### config.mk
export PLATFORM = sky130hd
export DESIGN_NAME = gld_front
export DESIGN_NICKNAME = d
export VERILOG_FILES = /design/src/gld_pkg.sv /design/src/gld_front.sv
export SDC_FILE = /design/constraint.sdc
export NUM_CORES = 1
export LEC_CHECK = 0
export ABC_AREA = 1
export BUFFER_PORTS_ARGS = -buffer_cell sky130_fd_sc_hd__buf_2
export CAP_MARGIN = 20
export CORE_ASPECT_RATIO = 1.2
export CORE_MARGIN = 2
export CORE_UTILIZATION = 53
export DETAILED_ROUTE_END_ITERATION = 8
export PLACE_DENSITY_LB_ADDON = 0.3
export SLEW_MARGIN = 20
export SYNTH_ARGS = -nofsm -noshare
export SYNTH_HDL_FRONTEND = slang
export SYNTH_SLANG_ARGS = --single-unit
### constraint.sdc
create_clock -name clk_i -period 2 [get_ports clk_i]
set_input_delay 0.4 -clock clk_i [delete_from_list [all_inputs] [get_ports clk_i]]
set_output_delay 0.4 -clock clk_i [all_outputs]
set_load 0.01 [all_outputs]
### src/gld_pkg.sv
// shared types and constants of the gif lzw decoder
// no dependencies
package gld_pkg;
  localparam int unsigned CodeClear = 256;
  localparam int unsigned CodeEnd   = 257;
  localparam int unsigned CodeFirst = 258;
  localparam int unsigned WidthMin  = 9;

  typedef enum logic [0:0] {
    OP_PUSH = 1'b0,
    OP_PULL = 1'b1
  } op_e;

  localparam logic [0:0] RegImageWidth = 1'b0;

  typedef struct packed {
    logic       op;
    logic [7:0] data;
  } item_t;

  typedef struct packed {
    logic        byte_accepted;
    logic        pixel_valid;
    logic [7:0]  pixel_index;
    logic [15:0] pixel_x;
    logic [15:0] pixel_y;
    logic        need_data;
    logic        finished;
    logic        bad_code;
  } result_t;
endpackage

### src/gld_front.sv
// front part: accepts items into a two-entry queue
// depends on gld_pkg
module gld_front (
  input  logic           clk_i,
  input  logic           rst_ni,
  input  logic           push_i,
  input  gld_pkg::item_t item_i,
  output logic           full_o,
  output logic           valid_o,
  output gld_pkg::item_t item_o,
  input  logic           take_i
);
  import gld_pkg::*;

  item_t      mem_q [2];
  logic       wr_q, rd_q;
  logic [1:0] cnt_q;
  logic       wr_en, rd_en;

  assign full_o  = cnt_q[1];
  assign valid_o = cnt_q != 2'd0;
  assign item_o  = mem_q[rd_q];
  assign wr_en   = push_i && !full_o;
  assign rd_en   = take_i && valid_o;

  always_ff @(posedge clk_i) begin
    if (wr_en) mem_q[wr_q] <= item_i;
  end

  always_ff @(posedge clk_i or negedge rst_ni) begin
    if (!rst_ni) begin
      wr_q  <= 1'b0;
      rd_q  <= 1'b0;
      cnt_q <= 2'd0;
    end else begin
      if (wr_en) wr_q <= ~wr_q;
      if (rd_en) rd_q <= ~rd_q;
      cnt_q <= cnt_q + {1'b0, wr_en} - {1'b0, rd_en};
    end
  end
endmodule

==> implementation parameters, run 1 <==
Parameter                              Value

Worst setup path
  Highest net fanout along the worst path    10
  Startpoint of the worst register-to-register path    cnt_q[1]$_DFF_PN0_
  R2R cell count    6
  Worst R2R End    cnt_q[1]$_DFF_PN0_
  Startpoint Class    register
  Critical path required time    1600 ps
  Worst setup path category    register to primary output
  Critical Path Sink Type    primary output
  Worst endpoint data arrival time    1270 ps
  Reg-to-reg slack, setup    710 ps

Synthesis
  Synthesized net count    84
  Distinct cells, synth    14
  Post-Syn Area    862 um^2
  Mean Syn Cell Area    12.3 um^2
  Synthesis-stage register bit count    22
  Synth Instances    70
  Portion of the post-synthesis area used by sequential elements    74.3%
  Synthesis Warnings    0

Layout
  Signed area change from the synthesized netlist to the final layout    22.4%
  Leading cell type in the layout, fill and taps excluded    sky130_fd_sc_hd__nand2_1
  Commonest cells after routing, fill and taps aside    31 x sky130_fd_sc_hd__nand2_1, 23 x sky130_fd_sc_hd__buf_2, 18 x sky130_fd_sc_hd__edfxtp_1
  Filler Cell Count    112
  Net count, final    114
  Diodes inserted    0
  Share of cells above drive strength 1    32.3%
  Post-Layout Cell Count    116

Detailed routing
  Total length of routed wires    1400 um
  Vias per cell    5.01
  Number of design rule violations left after detail routing    0
  Number of DRC markers in iteration 0    13
  Routed wirelength normalized by instance count    12.1 um
  Iteration count of the initial detailed-routing pass    4
  Vias post-DR    581
  Antenna Nets Post-Route    0

Clocking
  Number of buffers on the longest clock path    2
  CTS Buf Count    3
  Cells resized by post-CTS repair    0
  CTS tree    yes
  # Post-CTS Setup Buffers    0
  Clock tree root buffer cell    sky130_fd_sc_hd__clkbuf_4
  Clock-pin slew of the registers on the worst-case setup and hold paths    110 ps
  H-tree levels    1
  Sink Count    22
  Worst-Skew Late Latency    310 ps

Placed design
  Number of input and output port buffers inserted    23
  Placement Setup Slack    662 ps
  HPWL reported at the end of detailed placement    1010 um
  Last weighted congestion value of the routability-driven placer    0.633
  # placed instances    111

Hold path
  Hold wc startpoint    item_i[2]
  WHS Endpoint    mem_q[1][2]$_DFFE_PP_
  Min-Delay Path Class    input pin to register
  Number of instances on the worst hold path    1

STA
  Final total negative setup slack    0 ps
  Fin crit period    1670 ps
  RSZ-0062 raised after global routing    false
  Minimum setup slack in the final design    332 ps
  Worst-case headroom to the max-slew limit    76.5%
  Slew at the pin closest to its max-slew limit    352 ps
  Skew final    3.44 ps
  Count of final hold-check violations    0
  Ratio of final minimum period to clock period    83.4%
  Max Freq    600 MHz
  Number of max-slew violations in the final report    0
  Final-report setup violation count    0
  Final worst hold slack    274 ps

Die
  Boundary Pins    24
  Starting Density    58.1%
  Full die area    1970 um^2
  DIE WIDTH    40.8 um
  Number of rows created at floorplan    15
  Core footprint    1480 um^2
  Die Span Y    48.2 um

Global route
  First-pass GRT wire length    1990 um
  Total grt overflow    0
  Initial antenna violation count    0
  Total global routing track utilization    16.5%
  Maximum number of pins on one net before global-route repair    13
  Vias in the first global route    509

Pwr
  Total leakage power    0.489 nW
  Power, Total    0.00144 W
  Worst-case vdd ir drop    0.773 mV
  Power density cells    1360 nW/um^2

Outcome
  Result of the run    completed

Run
  MaxCap Viol Count    0
[repair_timing]
item                       CTS  global route
hold endpoints to repair     4             0
hold buffers                 1             0
setup endpoints to repair    0             0
[critical path, stage by stage (launching register included)]
cell and delay, ps:
sky130_fd_sc_hd__dfrtp_1 570, sky130_fd_sc_hd__inv_4 120, sky130_fd_sc_hd__nand2_1 80, sky130_fd_sc_hd__nand2_1 50
sky130_fd_sc_hd__buf_2 140
[cell type report]
cell class	count	area [um^2]	share of cell area, %
flip-flops and latches	22	641	60.7
clock buffers	4	36.3	3.44
inverters	5	21.3	2.02
multi-input cells	42	195	18.5
well taps	17	21.3	2.02
repair buffers	26	140	13.3
[cell usage after synthesis]
cell type                  instances  area, um^2
sky130_fd_sc_hd__nand2_1          31         116
sky130_fd_sc_hd__edfxtp_1         18         541
sky130_fd_sc_hd__dfrtp_1           4         100
sky130_fd_sc_hd__inv_1             4        15.0
sky130_fd_sc_hd__xor2_1            3        26.3
sky130_fd_sc_hd__nor2_1            2        7.51
sky130_fd_sc_hd__buf_2             1        5.00
sky130_fd_sc_hd__ha_1              1        12.5
sky130_fd_sc_hd__inv_4             1        6.26
sky130_fd_sc_hd__nand2_2           1        6.26
sky130_fd_sc_hd__nand3_1           1        5.00
sky130_fd_sc_hd__nand4_1           1        6.26
sky130_fd_sc_hd__o21ai_2           1        8.76
sky130_fd_sc_hd__or2_1             1        6.26
[layer usage]
metal  global-route usage (%)  share of wire, %
met1                     16.3                38
met5                        0                 0
met3                     1.37               5.7
met4                     14.0               3.3
met2                     30.0                53
[how the worst max path moves through the flow]
stage                       startpoint                     to  slack (ps)  cells after the start
finish                rd_q$_DFFE_PN0P_              item_o[0]         330                      4
CTS                   rd_q$_DFFE_PN0P_              item_o[0]         310                      4
floorplan           cnt_q[1]$_DFF_PN0_  mem_q[1][0]$_DFFE_PP_         600                      3
detailed placement    rd_q$_DFFE_PN0P_              item_o[0]         660                      4
global placement      rd_q$_DFFE_PN0P_              item_o[2]         700                      4
global route          rd_q$_DFFE_PN0P_              item_o[0]         230                      4
[kinds of logic (layout without fill, tap and decap cells)]
group	count (synthesis)	count (layout)	share of synthesized area (%)
and+or+nand+nor	37	37	17.1
DFF	22	22	74.3
buffers and inverters	6	35	3.05
xor gates and xnor gates	3	3	3.05
adders and majority gates	1	1	1.45
AOI/OAI and AO/OA	1	1	1.02
[through the flow]
step	util [%]	instance area [um^2]
global route	71.1	1050
finish	71.1	1050
CTS	71.1	1050
global placement	68.0	1010
floorplan	-	862
detailed placement	68.0	1010
[power breakdown]
part,internal (W),switching [W],total (W)
sequential,0.000625,0.0000776,0.000703
clock,0.000111,0.000128,0.000240
combinational,0.000200,0.000297,0.000497
[registers in the layout, summed over array words and instances (netlist names)]
signal,count
cnt_q,2
rd_q,1
mem_q,18
wr_q,1
Power figures use the tool's default switching activity.
==> run 2: changes to the inputs <==
--- a/config.mk
+++ b/config.mk
@@ -10,7 +10,7 @@
 export CAP_MARGIN = 20
 export CORE_ASPECT_RATIO = 1.2
 export CORE_MARGIN = 2
-export CORE_UTILIZATION = 53
+export CORE_UTILIZATION = 44
 export DETAILED_ROUTE_END_ITERATION = 8
 export PLACE_DENSITY_LB_ADDON = 0.3
 export SLEW_MARGIN = 20
==> constraint.sdc (replaced) <==
create_clock -name clk_i -period 1.3 [get_ports clk_i]
set_input_delay 0.26 -clock clk_i [delete_from_list [all_inputs] [get_ports clk_i]]
set_output_delay 0.26 -clock clk_i [all_outputs]
set_load 0.01 [all_outputs]
==> implementation parameters, run 2 (synthesis results as in run 1) <==
Parameter                              Value

Outcome
  Result of the run    complete, but fails checks (was completed)
  Violated checks    negative setup slack

Layout
  Signed area change from the synthesized netlist to the final layout    30.2% (was 22.4%)
  Leading registers by flop count    mem_q: 18 flops, cnt_q: 2 flops (unchanged)
  Final core area utilization    60.6% (was 71.1%)
  Biggest register    mem_q (unchanged)
  Leading cell type in the layout, fill and taps excluded    sky130_fd_sc_hd__nand2_1 (unchanged)
  Diodes inserted    0 (unchanged)
  Share of cells above drive strength 1    42.5% (was 32.3%)
  Net count, final    121 (was 114)
  Max reg flops    18 (unchanged)
  Commonest cells after routing, fill and taps aside    26 x sky130_fd_sc_hd__nand2_1, 23 x sky130_fd_sc_hd__buf_2, 18 x sky130_fd_sc_hd__edfxtp_1 (was 31 x sky130_fd_sc_hd__nand2_1, 23 x sky130_fd_sc_hd__buf_2, 18 x sky130_fd_sc_hd__edfxtp_1)

STA
  Fin crit period    1420 ps
  Final total negative setup slack    -942 ps (was 0 ps)
  Ratio of final minimum period to clock period    109%
  Max Freq    703 MHz
  Final-report setup violation count    10 (was 0)
  Worst-case headroom to the max-slew limit    86.4% (was 76.5%)
  RSZ-0062 raised after global routing    true (was false)
  Number of max-slew violations in the final report    0 (unchanged)
  Count of final hold-check violations    0 (unchanged)
  Minimum setup slack in the final design    -122 ps (was 332 ps)
  Skew final    0.997 ps (was 3.44 ps)
  Slew at the pin closest to its max-slew limit    205 ps (was 352 ps)

Placed design
  Number of input and output port buffers inserted    23 (unchanged)
  Last weighted congestion value of the routability-driven placer    0.803 (was 0.633)
  HPWL reported at the end of detailed placement    1060 um (was 1010 um)

Worst setup path
  Critical Path Sink Type    primary output (unchanged)
  Worst endpoint data arrival time    1160 ps (was 1270 ps)
  Startpoint Class    register (unchanged)
  Worst setup path category    register to primary output (unchanged)
  Critical path required time    1040 ps (was 1600 ps)
  Highest net fanout along the worst path    6 (was 10)

Detailed routing
  Vias post-DR    596 (was 581)
  Number of DRC markers in iteration 0    6 (was 13)
  Number of design rule violations left after detail routing    0 (unchanged)
  Iteration count of the initial detailed-routing pass    4 (unchanged)
  Total length of routed wires    1460 um (was 1400 um)
  Antenna Nets Post-Route    0 (unchanged)
  Routed wirelength normalized by instance count    11.7 um (was 12.1 um)
  Vias per cell    4.77 (was 5.01)

Run
  MaxCap Viol Count    0 (unchanged)

Die
  DIE WIDTH    44.4 um (was 40.8 um)
  Boundary Pins    24 (unchanged)
  Full die area    2330 um^2 (was 1970 um^2)
  Core footprint    1850 um^2 (was 1480 um^2)
  Die Span Y    52.5 um (was 48.2 um)
  Starting Density    46.6% (was 58.1%)
  Number of rows created at floorplan    17 (was 15)

Clocking
  Worst-Skew Late Latency    300 ps (was 310 ps)
  Clock tree root buffer cell    sky130_fd_sc_hd__clkbuf_4 (unchanged)
  CTS tree    yes (unchanged)
  CTS Buf Count    3 (unchanged)
  Sink Count    22 (unchanged)
  Number of buffers on the longest clock path    2 (unchanged)
  Clock-pin slew of the registers on the worst-case setup and hold paths    110 ps (about the same)
  H-tree levels    1 (unchanged)

Global route
  Vias in the first global route    598 (was 509)
  Total grt overflow    0 (unchanged)
  First-pass GRT wire length    2310 um (was 1990 um)
  Maximum number of pins on one net before global-route repair    13 (unchanged)
  Total global routing track utilization    14.7% (was 16.5%)
  Initial antenna violation count    0 (unchanged)

Hold path
  Min-Delay Path Class    input pin to register (unchanged)

Pwr
  Power density cells    2090 nW/um^2 (was 1360 nW/um^2)
  Total leakage power    0.519 nW (was 0.489 nW)
  Worst-case vdd ir drop    1.10 mV (was 0.773 mV)
-- run 2: worst paths after layout --
path                       slack, ps  depth (start not counted)          startpoint               endpoint
min                              140                          1           item_i[5]  mem_q[0][5]$_DFFE_PP_
max in group asynchronous        890                          2              rst_ni       rd_q$_DFFE_PN0P_
min in group asynchronous        280                          2              rst_ni     cnt_q[0]$_DFF_PN0_
max reg2reg                       30                          6  cnt_q[1]$_DFF_PN0_     cnt_q[1]$_DFF_PN0_
max                             -120                          4    rd_q$_DFFE_PN0P_              item_o[8]
min reg2reg                      590                          2    wr_q$_DFFE_PN0P_       wr_q$_DFFE_PN0P_
-- run 2: cell type report --
class	count	area (um^2)
multi-input cells	42	210
inverters	5	23.8
repair buffers	33	196
flip-flops and latches	22	642
well taps	19	23.8
fillers	152	728
clock buffers	4	26.3
-- run 2: routing by layer --
layer | wire, um | vias up | GRT usage [%]
li1 | - | 303 | -
met1 | 555 | 276 | 13.2
met2 | 827 | 13 | 27.7
met3 | 64 | 4 | 3.45
met4 | 17 | 0 | 10.1
met5 | 0 | - | 0
-- run 2: stage by stage --
step	setup WS, ps	cells	hold slack, ps	instance area, um^2	power, W
2_1_floorplan	-98.9	70	-35.6	862	0.00156
3_3_place_gp	114	116	69.7	1030	0.00190
3_5_place_dp	49.5	116	72.6	1030	0.00193
4_1_cts	-140	124	128	1110	0.00235
5_1_grt	-200	125	123	1120	0.00254
6_report	-122	125	141	1120	0.00235
-- run 2: critical path: stages (launching register included) --
cell and delay (ps):
sky130_fd_sc_hd__dfrtp_2 480, sky130_fd_sc_hd__buf_4 160, sky130_fd_sc_hd__nand2_1 50, sky130_fd_sc_hd__nand2_1 50, sky130_fd_sc_hd__buf_2 130
-- run 2: power by group --
part | internal, W | leakage, nW | switching, W
Combinational | 0.000439 | 0.291 | 0.000530
Clock | 0.000119 | 0.0150 | 0.000185
Sequential | 0.000966 | 0.213 | 0.000107
Total | 0.00152 | 0.519 | 0.000822
-- run 2: timing repair --
item / in CTS / in global routing
endpoints found under the hold margin: 4 / 0
endpoints found under the setup margin: 10 / 20
buffers inserted: 3 / 1
gates resized for setup: 6 / 3
hold buffers: 1 / 0
pin swaps: 4 / 2
==> run 3: changes to the inputs <==
--- a/config.mk
+++ b/config.mk
@@ -13,6 +13,7 @@
 export CORE_UTILIZATION = 44
 export DETAILED_ROUTE_END_ITERATION = 8
 export PLACE_DENSITY_LB_ADDON = 0.3
+export RECOVER_POWER = 50
 export SLEW_MARGIN = 20
 export SYNTH_ARGS = -nofsm -noshare
 export SYNTH_HDL_FRONTEND = slang
==> implementation parameters, run 3 (synthesis results as in run 1) <==
Parameter                              Value

Outcome
  Result of the run    complete, but fails checks (unchanged)
  Violated checks    negative setup slack (unchanged)

STA
  Final-report setup violation count    10 (unchanged)
  Max Freq    703 MHz (about the same)
  Minimum setup slack in the final design    -122 ps (about the same)
  Fin crit period    1420 ps (about the same)
  Final total negative setup slack    -942 ps (about the same)
  RSZ-0062 raised after global routing    true (unchanged)
  Worst-case headroom to the max-slew limit    84.1% (was 86.4%)
  Slew at the pin closest to its max-slew limit    239 ps (was 205 ps)
  Skew final    0.994 ps (was 0.997 ps)
  Final worst hold slack    141 ps (unchanged)
  Number of max-slew violations in the final report    0 (unchanged)
  Count of final hold-check violations    0 (unchanged)
  Ratio of final minimum period to clock period    109% (about the same)

Worst setup path
  Startpoint Class    register (unchanged)
  Reg-to-reg slack, setup    40 ps (was 30 ps)
  Highest-delay cell along the critical path    sky130_fd_sc_hd__dfrtp_2 (unchanged)
  Worst R2R End    cnt_q[1]$_DFF_PN0_ (unchanged)
  Critical path required time    1040 ps (about the same)
  Critical Path Sink Type    primary output (unchanged)
  Worst setup path category    register to primary output (unchanged)
  Worst endpoint data arrival time    1160 ps (about the same)
  R2R cell count    6 (unchanged)
  Highest net fanout along the worst path    6 (unchanged)
  Cell occurring most often along the worst timing path    sky130_fd_sc_hd__nand2_1 (unchanged)
  Largest incremental delay on the critical path    480 ps (about the same)
  Ordered cell list for the critical path    buf_4 > nand2_1 > nand2_1 > buf_2 (unchanged)
  First element of the critical path    rd_q$_DFFE_PN0P_ (unchanged)
  Startpoint of the worst register-to-register path    cnt_q[1]$_DFF_PN0_ (unchanged)

Clocking
  Clock-pin slew of the registers on the worst-case setup and hold paths    110 ps (about the same)
  Number of buffers on the longest clock path    2 (unchanged)
  H-tree levels    1 (unchanged)
  CTS Buf Count    3 (unchanged)
  Worst-Skew Late Latency    300 ps (about the same)
  Sink Count    22 (unchanged)
  Clock tree root buffer cell    sky130_fd_sc_hd__clkbuf_4 (unchanged)
  CTS tree    yes (unchanged)

Layout
  Share of cells above drive strength 1    40.6% (was 42.5%)
  Biggest register    mem_q (unchanged)
  Max reg flops    18 (unchanged)
  Commonest cells after routing, fill and taps aside    26 x sky130_fd_sc_hd__nand2_1, 21 x sky130_fd_sc_hd__buf_2, 18 x sky130_fd_sc_hd__edfxtp_1 (was 26 x sky130_fd_sc_hd__nand2_1, 23 x sky130_fd_sc_hd__buf_2, 18 x sky130_fd_sc_hd__edfxtp_1)
  Leading cell type in the layout, fill and taps excluded    sky130_fd_sc_hd__nand2_1 (unchanged)
  Diodes inserted    0 (unchanged)
  Finished Cell Area    1120 um^2 (about the same)
  Net count, final    121 (unchanged)
  Filler Cell Count    154 (was 152)
  Final core area utilization    60.5% (was 60.6%)
  Leading registers by flop count    mem_q: 18 flops, cnt_q: 2 flops (unchanged)
  Signed area change from the synthesized netlist to the final layout    29.9% (was 30.2%)

Detailed routing
  Total length of routed wires    1460 um (about the same)
  Vias per cell    4.77 (unchanged)
  Number of DRC markers in iteration 0    6 (unchanged)
  Routed wirelength normalized by instance count    11.7 um (about the same)
  Vias post-DR    596 (unchanged)
  Iteration count of the initial detailed-routing pass    4 (unchanged)
  Number of design rule violations left after detail routing    0 (unchanged)
  Antenna Nets Post-Route    0 (unchanged)

Pwr
  Total leakage power    0.514 nW (was 0.519 nW)
  Power density cells    2090 nW/um^2 (about the same)
  Worst-case vdd ir drop    1.10 mV (about the same)

Placed design
  Number of input and output port buffers inserted    23 (unchanged)
  HPWL reported at the end of detailed placement    1060 um (unchanged)
  Placement Setup Slack    49.5 ps (unchanged)
  Cell area reported after detailed placement    1030 um^2 (unchanged)
  Last weighted congestion value of the routability-driven placer    0.803 (unchanged)

Run
  MaxCap Viol Count    0 (unchanged)

Hold path
  WHS Endpoint    mem_q[0][5]$_DFFE_PP_ (unchanged)
  Hold wc startpoint    item_i[5] (unchanged)
  Min-Delay Path Class    input pin to register (unchanged)
  Number of instances on the worst hold path    1 (unchanged)

Global route
  Maximum number of pins on one net before global-route repair    13 (unchanged)
  First-pass GRT wire length    2310 um (unchanged)
  Total global routing track utilization    14.7% (unchanged)
  Vias in the first global route    598 (unchanged)
  Total grt overflow    0 (unchanged)
  Initial antenna violation count    0 (unchanged)

Die
  Full die area    2330 um^2 (unchanged)
  Number of rows created at floorplan    17 (unchanged)
  Core footprint    1850 um^2 (unchanged)
  Die Span Y    52.5 um (unchanged)
  Boundary Pins    24 (unchanged)
  DIE WIDTH    44.4 um (unchanged)
  Starting Density    46.6% (unchanged)
==> run 3: changes by cell type in the layout (fill, tap and decap cells not counted), sizes merged <==
cell    previous run  this run
buf               32        30
clkbuf             4         6
==> run 3: final cells by class <==
type | count | area, um^2 | area share (%)
Inverter | 5 | 23.8 | 2.12
Sequential cell | 22 | 642 | 57.3
Multi-Input combinational cell | 42 | 210 | 18.8
Tap cell | 19 | 23.8 | 2.12
Clock buffer | 4 | 26.3 | 2.35
Timing Repair Buffer | 33 | 194 | 17.3
==> run 3: metal layers <==
layer	part of all wire [%]	track usage (%)
met5	0	0
met4	1.2	10.1
met3	4.3	3.45
met2	57	27.7
met1	38	13.2
==> run 3: how the worst max path moves through the flow <==
stage                             to  slack (ps)  cells after the start
3_5_place_dp      cnt_q[1]$_DFF_PN0_          50                      6
2_1_floorplan  mem_q[1][0]$_DFFE_PP_        -100                      3
4_1_cts                    item_o[5]        -140                      4
3_3_place_gp      cnt_q[1]$_DFF_PN0_         110                      6
5_1_grt                    item_o[8]        -200                      4
6_report                   item_o[8]        -120                      4
==> run 3: stage by stage <==
stage	instances	power, W
3_5_place_dp	116	0.00193
2_1_floorplan	70	0.00156
5_1_grt	125	0.00254
6_report	125	0.00234
4_1_cts	124	0.00235
3_3_place_gp	116	0.00190
==> run 3: what timing repair did <==
item	CTS	global route
pin swaps	4	2
endpoints found under the hold margin	4	0
hold buffers	1	0
resized for setup	6	3
buffers inserted	3	1
setup endpoints to repair	10	20
==> run 3: power breakdown <==
group	leakage [nW]	switching, W	internal [W]	total (W)
Clock	0.0150	0.000185	0.000119	0.000304
Sequential	0.213	0.000107	0.000966	0.00107
Combinational	0.286	0.000530	0.000438	0.000968
==> run 3: critical path, delay by kind of cell (launching register included) <==
kind          cells  cell delay (ps)
buf+inv           2              290
flops             1              480
simple gates      2              100
